### src/hw/rtl/fsl_pkg.sv
package fsl_pkg;

    localparam int PATTERN_MAX = 32;
    localparam int LINE_MAX    = 1024;
    localparam int FILL_W      = $clog2(LINE_MAX);
    localparam int LEN_W       = 10;
    localparam int CNT_W       = 32;
    localparam int CFG_W       = 64;
    localparam int CFG_IDX_W   = 3;
    localparam int PLEN_W      = 6;
    localparam int PAT_WORDS   = 4;
    localparam int QUEUE_DEPTH = 3;
    localparam int QCNT_W      = 2;
    localparam int PUSH_W      = 2;

    localparam logic [CFG_IDX_W-1:0] REG_PAT_LEN = 3'd0;
    localparam logic [CFG_IDX_W-1:0] REG_WORD0   = 3'd1;
    localparam logic [CFG_IDX_W-1:0] REG_WORD1   = 3'd2;
    localparam logic [CFG_IDX_W-1:0] REG_WORD2   = 3'd3;
    localparam logic [CFG_IDX_W-1:0] REG_WORD3   = 3'd4;
    localparam logic [CFG_IDX_W-1:0] REG_INVERT  = 3'd5;
    localparam logic [CFG_IDX_W-1:0] REG_COUNT   = 3'd6;
    localparam logic [CFG_IDX_W-1:0] REG_QUIET   = 3'd7;

    localparam logic       KIND_LINE    = 1'b0;
    localparam logic       KIND_SUMMARY = 1'b1;
    localparam logic [7:0] NEWLINE      = 8'h0A;

    typedef struct packed {
        logic             kind;
        logic             sel;
        logic [CNT_W-1:0] idx;
        logic [LEN_W-1:0] len;
        logic             app;
        logic [CNT_W-1:0] cnt;
        logic             exit_code;
        logic             last;
    } t_record;

    typedef struct packed {
        logic shift;
        logic clear;
    } t_cell_ctrl;

endpackage

### src/hw/rtl/fsl_cell.sv
module fsl_cell
    import fsl_pkg::*;
(
    input  logic       i_clk,
    input  logic       i_rst_n,
    input  t_cell_ctrl i_ctrl,
    input  logic [7:0] i_byte,
    input  logic       i_live,
    input  logic       i_active,
    input  logic [7:0] i_pat_byte,
    output logic [7:0] o_byte,
    output logic       o_live,
    output logic       o_ok
);

    logic [7:0] r_byte;
    logic       r_live;

    always_ff @(posedge i_clk) begin
        if (i_ctrl.shift) begin
            r_byte <= i_byte;
        end
    end

    always_ff @(posedge i_clk) begin
        if (!i_rst_n) begin
            r_live <= 1'b0;
        end else if (i_ctrl.clear) begin
            r_live <= 1'b0;
        end else if (i_ctrl.shift) begin
            r_live <= i_live;
        end
    end

    // compare the byte this cell takes on the shift
    assign o_ok   = !i_active || (i_live && (i_byte == i_pat_byte));
    assign o_byte = r_byte;
    assign o_live = r_live;

endmodule

### src/hw/rtl/fsl_out_queue.sv
module fsl_out_queue
    import fsl_pkg::*;
(
    input  logic              i_clk,
    input  logic              i_rst_n,
    input  logic [PUSH_W-1:0] i_push_n,
    input  t_record           i_rec0,
    input  t_record           i_rec1,
    input  logic              i_stall,
    output logic              o_valid,
    output t_record           o_rec,
    output logic              o_busy
);

    t_record           r_entry [QUEUE_DEPTH];
    t_record           n_entry [QUEUE_DEPTH];
    logic [QCNT_W-1:0] r_count;
    logic [QCNT_W-1:0] n_count;
    logic [QCNT_W-1:0] cnt_pop;
    logic              pop;

    assign pop     = (r_count != '0) && !i_stall;
    assign cnt_pop = r_count - QCNT_W'(pop);

    always_comb begin
        for (int i = 0; i < QUEUE_DEPTH; i++) begin
            if (pop && (i < QUEUE_DEPTH - 1)) begin
                n_entry[i] = r_entry[i+1];
            end else begin
                n_entry[i] = r_entry[i];
            end
            if ((i_push_n != '0) && (QCNT_W'(i) == cnt_pop)) begin
                n_entry[i] = i_rec0;
            end
            if ((i_push_n == PUSH_W'(2)) && (QCNT_W'(i) == cnt_pop + QCNT_W'(1))) begin
                n_entry[i] = i_rec1;
            end
        end
        n_count = cnt_pop + QCNT_W'(i_push_n);
    end

    always_ff @(posedge i_clk) begin
        for (int i = 0; i < QUEUE_DEPTH; i++) begin
            r_entry[i] <= n_entry[i];
        end
    end

    always_ff @(posedge i_clk) begin
        if (!i_rst_n) begin
            r_count <= '0;
        end else begin
            r_count <= n_count;
        end
    end

    assign o_valid = (r_count != '0);
    assign o_rec   = r_entry[0];
    // keep room for the two records an end of stream can give
    assign o_busy  = (r_count > QCNT_W'(1));

endmodule

### src/hw/rtl/fixed_string_line_filter.sv
// A request's records are registered in the output queue before they reach the output.
// One byte per cycle while o_stall is low; an end of stream gives up to two records.
// The window is a row of byte cells that shift one step per kept byte.
// Reset is synchronous and active low: configuration clears to zero, line
// numbering restarts at one and the output queue empties.
module fixed_string_line_filter
    import fsl_pkg::*;
(
    input  logic                 i_clk,
    input  logic                 i_rst_n,
    input  logic                 i_cfg_we,
    input  logic [CFG_IDX_W-1:0] i_cfg_index,
    input  logic [CFG_W-1:0]     i_cfg_data,
    input  logic                 i_valid,
    output logic                 o_stall,
    input  logic [7:0]           i_data_byte,
    input  logic                 i_end_of_stream,
    output logic                 o_valid,
    input  logic                 i_stall,
    output logic                 o_record_kind,
    output logic                 o_line_selected,
    output logic [CNT_W-1:0]     o_line_index,
    output logic [LEN_W-1:0]     o_stored_length,
    output logic                 o_append_newline,
    output logic [CNT_W-1:0]     o_selected_count,
    output logic                 o_exit_code,
    output logic                 o_last_record
);

    localparam logic [CNT_W-1:0] CNT_MAX = '1;

    logic [PLEN_W-1:0]              r_pat_len;
    logic [PAT_WORDS-1:0][CFG_W-1:0] r_pat_word;
    logic                           r_invert;
    logic                           r_count_mode;
    logic                           r_quiet;

    logic              r_found;
    logic [FILL_W-1:0] r_fill;
    logic              r_last_nl;
    logic [CNT_W-1:0]  r_line;
    logic [CNT_W-1:0]  r_hits;
    logic              r_stopped;

    logic [PAT_WORDS*CFG_W-1:0] pat_flat;
    logic [PLEN_W-1:0]          ulen;
    logic                       accept;
    logic                       work;
    logic                       keep;
    logic                       hit;
    t_cell_ctrl                 cell_ctrl;
    logic [7:0]                 cell_byte [PATTERN_MAX];
    logic                       cell_live [PATTERN_MAX];
    logic [PATTERN_MAX-1:0]     cell_ok;

    logic [FILL_W-1:0]       fill_c;
    logic                    found_c;
    logic                    last_c;
    logic                    close;
    logic                    sel;
    logic [CNT_W-1:0]        hits_next;
    logic                    quiet_stop;
    logic                    line_rec;
    logic                    summary;
    logic [FILL_W+LEN_W-1:0] fill_wide;
    t_record                 rec_line;
    t_record                 rec_sum;
    t_record                 rec0;
    logic [PUSH_W-1:0]       push_n;
    t_record                 out_rec;
    logic                    q_busy;

    always_ff @(posedge i_clk) begin
        if (!i_rst_n) begin
            r_pat_len    <= '0;
            r_pat_word   <= '0;
            r_invert     <= 1'b0;
            r_count_mode <= 1'b0;
            r_quiet      <= 1'b0;
        end else if (i_cfg_we) begin
            case (i_cfg_index)
                REG_PAT_LEN: r_pat_len     <= i_cfg_data[PLEN_W-1:0];
                REG_WORD0:   r_pat_word[0] <= i_cfg_data;
                REG_WORD1:   r_pat_word[1] <= i_cfg_data;
                REG_WORD2:   r_pat_word[2] <= i_cfg_data;
                REG_WORD3:   r_pat_word[3] <= i_cfg_data;
                REG_INVERT:  r_invert      <= i_cfg_data[0];
                REG_COUNT:   r_count_mode  <= i_cfg_data[0];
                REG_QUIET:   r_quiet       <= i_cfg_data[0];
                default: begin
                end
            endcase
        end
    end

    assign pat_flat = r_pat_word;
    assign ulen     = ({{(32-PLEN_W){1'b0}}, r_pat_len} > 32'(PATTERN_MAX))
                    ? PLEN_W'(PATTERN_MAX) : r_pat_len;

    assign accept = i_valid && !o_stall;
    assign work   = accept && !r_stopped;
    assign keep   = (r_fill < FILL_W'(LINE_MAX - 1));

    assign cell_ctrl.shift = work && !i_end_of_stream && keep;
    assign cell_ctrl.clear = work && !i_end_of_stream && (i_data_byte == NEWLINE);

    for (genvar j = 0; j < PATTERN_MAX; j++) begin : g_cell
        logic [PLEN_W-1:0] pos;
        logic              active;
        logic [7:0]        pat_byte;
        logic [7:0]        in_byte;
        logic              in_live;

        // cell j takes the byte that must equal pattern byte ulen-1-j
        assign pos      = ulen - PLEN_W'(1) - PLEN_W'(j);
        assign active   = (PLEN_W'(j) < ulen);
        assign pat_byte = pos[PLEN_W-1] ? 8'h00 : pat_flat[{pos[4:0], 3'b000} +: 8];

        if (j == 0) begin : g_head
            assign in_byte = i_data_byte;
            assign in_live = 1'b1;
        end else begin : g_link
            assign in_byte = cell_byte[j-1];
            assign in_live = cell_live[j-1];
        end

        fsl_cell u_cell (
            .i_clk      (i_clk),
            .i_rst_n    (i_rst_n),
            .i_ctrl     (cell_ctrl),
            .i_byte     (in_byte),
            .i_live     (in_live),
            .i_active   (active),
            .i_pat_byte (pat_byte),
            .o_byte     (cell_byte[j]),
            .o_live     (cell_live[j]),
            .o_ok       (cell_ok[j])
        );
    end

    assign hit = (ulen != '0) && (&cell_ok);

    always_comb begin
        if (i_end_of_stream) begin
            fill_c  = r_fill;
            found_c = r_found;
            last_c  = r_last_nl;
            close   = (r_fill != '0);
        end else begin
            fill_c  = r_fill + FILL_W'(keep);
            found_c = r_found || (keep && hit);
            last_c  = keep ? (i_data_byte == NEWLINE) : r_last_nl;
            close   = (i_data_byte == NEWLINE);
        end
        sel        = ((ulen == '0) || found_c) ^ r_invert;
        hits_next  = (close && sel && (r_hits != CNT_MAX)) ? r_hits + CNT_W'(1) : r_hits;
        quiet_stop = close && sel && r_quiet;
        line_rec   = close && !r_count_mode && !r_quiet;
        summary    = quiet_stop || i_end_of_stream;
    end

    assign fill_wide = {{LEN_W{1'b0}}, fill_c};

    always_comb begin
        rec_line.kind      = KIND_LINE;
        rec_line.sel       = sel;
        rec_line.idx       = r_line;
        rec_line.len       = fill_wide[LEN_W-1:0];
        rec_line.app       = (fill_c == '0) || !last_c;
        rec_line.cnt       = hits_next;
        rec_line.exit_code = 1'b0;
        rec_line.last      = 1'b0;

        rec_sum.kind      = KIND_SUMMARY;
        rec_sum.sel       = 1'b0;
        rec_sum.idx       = '0;
        rec_sum.len       = '0;
        rec_sum.app       = 1'b0;
        rec_sum.cnt       = hits_next;
        rec_sum.exit_code = (hits_next == '0);
        rec_sum.last      = 1'b1;

        rec0   = line_rec ? rec_line : rec_sum;
        push_n = work ? (PUSH_W'(line_rec) + PUSH_W'(summary)) : '0;
    end

    always_ff @(posedge i_clk) begin
        if (!i_rst_n) begin
            r_found   <= 1'b0;
            r_fill    <= '0;
            r_last_nl <= 1'b0;
            r_line    <= CNT_W'(1);
            r_hits    <= '0;
            r_stopped <= 1'b0;
        end else if (work) begin
            r_hits <= hits_next;
            if (summary) begin
                r_stopped <= 1'b1;
            end
            if (close && !quiet_stop) begin
                r_found   <= 1'b0;
                r_fill    <= '0;
                r_last_nl <= 1'b0;
                if (r_line != CNT_MAX) begin
                    r_line <= r_line + CNT_W'(1);
                end
            end else if (!i_end_of_stream) begin
                r_found   <= found_c;
                r_fill    <= fill_c;
                r_last_nl <= last_c;
            end
        end
    end

    fsl_out_queue u_queue (
        .i_clk    (i_clk),
        .i_rst_n  (i_rst_n),
        .i_push_n (push_n),
        .i_rec0   (rec0),
        .i_rec1   (rec_sum),
        .i_stall  (i_stall),
        .o_valid  (o_valid),
        .o_rec    (out_rec),
        .o_busy   (q_busy)
    );

    assign o_stall          = q_busy;
    assign o_record_kind    = out_rec.kind;
    assign o_line_selected  = out_rec.sel;
    assign o_line_index     = out_rec.idx;
    assign o_stored_length  = out_rec.len;
    assign o_append_newline = out_rec.app;
    assign o_selected_count = out_rec.cnt;
    assign o_exit_code      = out_rec.exit_code;
    assign o_last_record    = out_rec.last;

`ifndef SYNTH
    a_stop_holds: assert property (@(posedge i_clk) disable iff (!i_rst_n)
        r_stopped |=> r_stopped)
        else $error("stream end flag dropped");

    a_no_push_stopped: assert property (@(posedge i_clk) disable iff (!i_rst_n)
        r_stopped |-> (push_n == '0))
        else $error("record produced after stream end");

    a_summary_stopped: assert property (@(posedge i_clk) disable iff (!i_rst_n)
        (o_valid && (o_record_kind == KIND_SUMMARY)) |-> r_stopped)
        else $error("summary shown before stream end");

    a_fill_bound: assert property (@(posedge i_clk) disable iff (!i_rst_n)
        r_fill <= FILL_W'(LINE_MAX - 1))
        else $error("line fill beyond limit");
`endif

endmodule
### config.mk
export PLATFORM = sky130hd
export DESIGN_NAME = fixed_string_line_filter
export DESIGN_NICKNAME = d
export VERILOG_FILES = /design/src/hw/rtl/fsl_pkg.sv /design/src/hw/rtl/fsl_cell.sv /design/src/hw/rtl/fsl_out_queue.sv /design/src/hw/rtl/fixed_string_line_filter.sv
export SDC_FILE = /design/constraint.sdc
export NUM_CORES = 2
export LEC_CHECK = 0
export BUFFER_PORTS_ARGS = -buffer_cell sky130_fd_sc_hd__buf_2
export CORE_MARGIN = 2
export CORE_UTILIZATION = 30
export DETAILED_ROUTE_END_ITERATION = 16
export HOLD_SLACK_MARGIN = 0.05
export PLACE_DENSITY = 0.53
export SLEW_MARGIN = 20
export SYNTH_ARGS = -nofsm -noshare
export SYNTH_HDL_FRONTEND = slang
export SYNTH_HIERARCHICAL = 1
export SYNTH_SLANG_ARGS = --single-unit
### constraint.sdc
create_clock -name i_clk -period 30.4 [get_ports i_clk]
set_clock_uncertainty 0.2 [all_clocks]
set_input_delay 4.56 -clock i_clk [delete_from_list [all_inputs] [get_ports i_clk]]
set_output_delay 4.56 -clock i_clk [all_outputs]
set_load 0.005 [all_outputs]
==> impl_results.html <==
<table>
<tr><th>Metric</th><th>Value</th></tr>
<tr><th colspan="2">Clock tree</th></tr>
<tr><td>Post-CTS Setup Bufs</td><td>0</td></tr>
<tr><td>Number of buffers created by CTS</td><td>100</td></tr>
<tr><td>TritonCTS clock tree</td><td>built</td></tr>
<tr><td>Clock transition at the registers of the reported paths</td><td>0.07 ns</td></tr>
<tr><td>Number of gates resized after CTS</td><td>0</td></tr>
<tr><td>Clock insertion delay at the later pin of the skew report</td><td>0.78 ns</td></tr>
<tr><td>H-tree depth reported by CTS</td><td>3</td></tr>
<tr><td>Maximum buffer depth of the clock tree</td><td>3</td></tr>
<tr><td>Clock root buffer</td><td>clkbuf_16</td></tr>
<tr><td>TritonCTS sink count</td><td>860</td></tr>
<tr><td>Count of hold-fix buffers inserted at cts</td><td>0</td></tr>
<tr><th colspan="2">Route</th></tr>
<tr><td>Final Routed Wirelength</td><td>236000 um</td></tr>
<tr><td>Pre-Repair DR Iteration Count</td><td>8</td></tr>
<tr><td>Via count of the routed design</td><td>44561</td></tr>
<tr><td>Wire length per cell after detailed routing</td><td>28.7 um</td></tr>
<tr><td>Iteration-0 DRC count of the detailed router</td><td>4940</td></tr>
<tr><td>Via-per-instance ratio</td><td>5.42</td></tr>
<tr><td>Count of unresolved DRC violations after routing</td><td>0</td></tr>
<tr><td>Number of routed nets with antenna violations</td><td>0</td></tr>
<tr><th colspan="2">Run</th></tr>
<tr><td># Max-Cap Violations</td><td>0</td></tr>
<tr><th colspan="2">Setup path</th></tr>
<tr><td>Setup slack of the most critical reg-to-reg path</td><td>17.61 ns</td></tr>
<tr><td>Most used cell along the critical path</td><td>nand2_1</td></tr>
<tr><td>Crit path launch type</td><td>flip-flop</td></tr>
<tr><td>Crit path required time</td><td>30.59 ns</td></tr>
<tr><td>Crit-path max cell delay</td><td>0.99 ns</td></tr>
<tr><td>Critical Path AT</td><td>12.98 ns</td></tr>
<tr><td>Worst reg2reg startpoint</td><td>r_pat_len[5]$_SDFFE_PN0P_</td></tr>
<tr><td>Slowest CP cell</td><td>dfxtp_1</td></tr>
<tr><td>Critical Path Sink Type</td><td>flip-flop</td></tr>
<tr><td>Worst-path fanout max</td><td>56</td></tr>
<tr><td>Terminus of the critical flop-to-flop path</td><td>u_queue/r_entry[0][177]$_DFFE_PP_</td></tr>
<tr><td>Critical path's top delay family</td><td>simple AND/OR/NAND/NOR gates</td></tr>
<tr><td>CP Class</td><td>flip-flop to flip-flop</td></tr>
<tr><td>Number of cell instances on the worst register-to-register path</td><td>31</td></tr>
<tr><td>Buffers and inverters on the worst path</td><td>4</td></tr>
<tr><th colspan="2">Floorplan</th></tr>
<tr><td>Initial core utilization</td><td>0.302</td></tr>
<tr><td>Count of standard-cell rows</td><td>157</td></tr>
<tr><td>Die Wd</td><td>434 um</td></tr>
<tr><td>Area of the core region</td><td>0.183 sq mm</td></tr>
<tr><td>Number of ports placed on the die boundary</td><td>162</td></tr>
<tr><td>Y dimension of the die</td><td>434 um</td></tr>
<tr><td>Die area</td><td>0.188 sq mm</td></tr>
<tr><th colspan="2">STA</th></tr>
<tr><td>Setup-violating endpoint count in the final report</td><td>0</td></tr>
<tr><td>Fin. max-slew vios</td><td>0</td></tr>
<tr><td>Post-route fraction of the period consumed by the critical path</td><td>0.421</td></tr>
<tr><td>Final Critical Period</td><td>12.79 ns</td></tr>
<tr><td>Fmax</td><td>0.0782 GHz</td></tr>
<tr><td>Count of final hold-check violations</td><td>0</td></tr>
<tr><td>Relative slew margins</td><td>0.0956</td></tr>
<tr><td>Summed negative setup slack over all endpoints</td><td>0 ns</td></tr>
<tr><td>Actual transition at the worst max-transition pin</td><td>1.32 ns</td></tr>
<tr><td>Unrepaired setup endpoints after global routing</td><td>false</td></tr>
<tr><th colspan="2">Power and ir drop</th></tr>
<tr><td>Max IR drop VDD</td><td>0.0491 mV</td></tr>
<tr><td>Total power consumption of the routed design</td><td>3.59 mW</td></tr>
<tr><td>Total power density per cell area</td><td>57.6 mW/mm^2</td></tr>
<tr><td>Leak</td><td>22.5 nW</td></tr>
<tr><th colspan="2">Global routing</th></tr>
<tr><td>Met2 global-route usage</td><td>0.366</td></tr>
<tr><td>Total global-route track usage</td><td>0.245</td></tr>
<tr><td>Global route total overflow</td><td>0</td></tr>
<tr><td>GRT met1 Usage</td><td>0.344</td></tr>
<tr><td>First-pass GRT wire length</td><td>328000 um</td></tr>
<tr><td>M3 GR Usage</td><td>0.0426</td></tr>
<tr><td>Most used routing layer in global routing</td><td>met2</td></tr>
<tr><td>Number of global-route vias before repair</td><td>41343</td></tr>
<tr><td>Largest net degree at the start of global routing</td><td>126</td></tr>
<tr><td>Number of antenna violations at the first check in global routing</td><td>30</td></tr>
<tr><th colspan="2">Cells and area</th></tr>
<tr><td>Share of final-layout standard cells stronger than drive strength 1</td><td>0.133</td></tr>
<tr><td>Filler cells</td><td>18745</td></tr>
<tr><td>Commonest non-fill, non-tap cell in the layout</td><td>nand2_1</td></tr>
<tr><td>Most frequent cells in the layout</td><td>1041 x nand2_1, 844 x mux2i_1, 485 x edfxtp_1</td></tr>
<tr><td>Combined area of the multi-input logic cells</td><td>0.0318 sq mm</td></tr>
<tr><td>Layout net count</td><td>5754</td></tr>
<tr><td>Reg area</td><td>0.0221 sq mm</td></tr>
<tr><td>Area grow syn2layout</td><td>12.5%</td></tr>
<tr><th colspan="2">Place</th></tr>
<tr><td>Hpwl dp</td><td>180000 um</td></tr>
<tr><td>Global placer's final weighted congestion</td><td>1.08</td></tr>
<tr><td>Count of port buffers added during placement</td><td>161</td></tr>
<tr><th colspan="2">Logic synthesis</th></tr>
<tr><td>Total number of yosys warnings</td><td>6</td></tr>
<tr><td>Mean Syn Cell Area</td><td>9.85 sq um</td></tr>
<tr><td>Total standard cell area after synthesis</td><td>0.0554 sq mm</td></tr>
<tr><td>Cell count after synthesis</td><td>5626</td></tr>
<tr><th colspan="2">Min path</th></tr>
<tr><td>Worst hold path class</td><td>flip-flop to flip-flop</td></tr>
<tr><td>Hold Startpoint</td><td>g_cell[11].u_cell/o_byte[2]$_DFFE_PP_</td></tr>
<tr><td>Hold Path Depth</td><td>0</td></tr>
<tr><td>Hold Path Sink</td><td>g_cell[12].u_cell/o_byte[2]$_DFFE_PP_</td></tr>
<tr><th colspan="2">Outcome</th></tr>
<tr><td>Status</td><td>finished, final reports clean</td></tr>
</table>
## layer usage
layer | vias up | wire (um)
li1 | 20241 | -
met1 | 22269 | 106000
met2 | 1693 | 101000
met3 | 354 | 16500
met4 | 4 | 11700
met5 | - | 29
## through the flow
step                 util  hold WS (ns)  setup WS, ns  cell area, sq um  cells
floorplan               -         0.249          3.80             55900   5764
global placement    0.320         0.255         17.50             58700   8007
detailed placement  0.320         0.258         17.52             58700   8007
CTS                 0.340         0.220         17.58             62300   8196
global route        0.340         0.242         16.87             62300   8217
finish              0.340         0.241         17.61             62300   8219
## registers in the layout (all words and copies together), names as in the netlist
register / cells
r_pat_len: 6
pat_flat: 256
r_fill: 10
r_stopped: 1
r_count_mode: 1
r_invert: 1
u_queue/r_entry: 237
r_line: 32
r_last_nl: 1
r_quiet: 1
r_hits: 32
u_queue/r_count: 2
g_cell.u_cell/o_live: 31
g_cell.u_cell/o_byte: 248
r_found: 1
## worst max path at each step
stage,from,end,cells after the start
global route,r_pat_len[5]$_SDFFE_PN0P_,u_queue/r_entry[0][177]$_DFFE_PP_,31
global placement,r_pat_len[5]$_SDFFE_PN0P_,u_queue/r_entry[0][178]$_DFFE_PP_,31
floorplan,i_valid,g_cell[0].u_cell/o_live$_SDFFE_PP0P_,6
finish,r_pat_len[5]$_SDFFE_PN0P_,u_queue/r_entry[0][177]$_DFFE_PP_,31
detailed placement,r_pat_len[5]$_SDFFE_PN0P_,u_queue/r_entry[0][184]$_DFFE_PP_,31
CTS,r_pat_len[5]$_SDFFE_PN0P_,u_queue/r_entry[0][158]$_DFFE_PP_,31
## power by group
part | internal (mW) | leakage, nW | switching, mW
clock | 0.754 | 1.74 | 0.546
sequential | 1.44 | 7.57 | 0.0876
combinational | 0.244 | 13.2 | 0.523
## layout make-up
class                           instances  share of cell area
Multi-Input combinational cell       4379               0.510
Sequential cell                       860               0.354
Tap cell                             2464              0.0495
Clock buffer                          119              0.0429
Timing Repair Buffer                  273              0.0266
Clock inverter                         70              0.0139
Inverter                               31             0.00197
Antenna cell                           23            0.000923
Note: power is estimated with default switching activity, not from simulation.
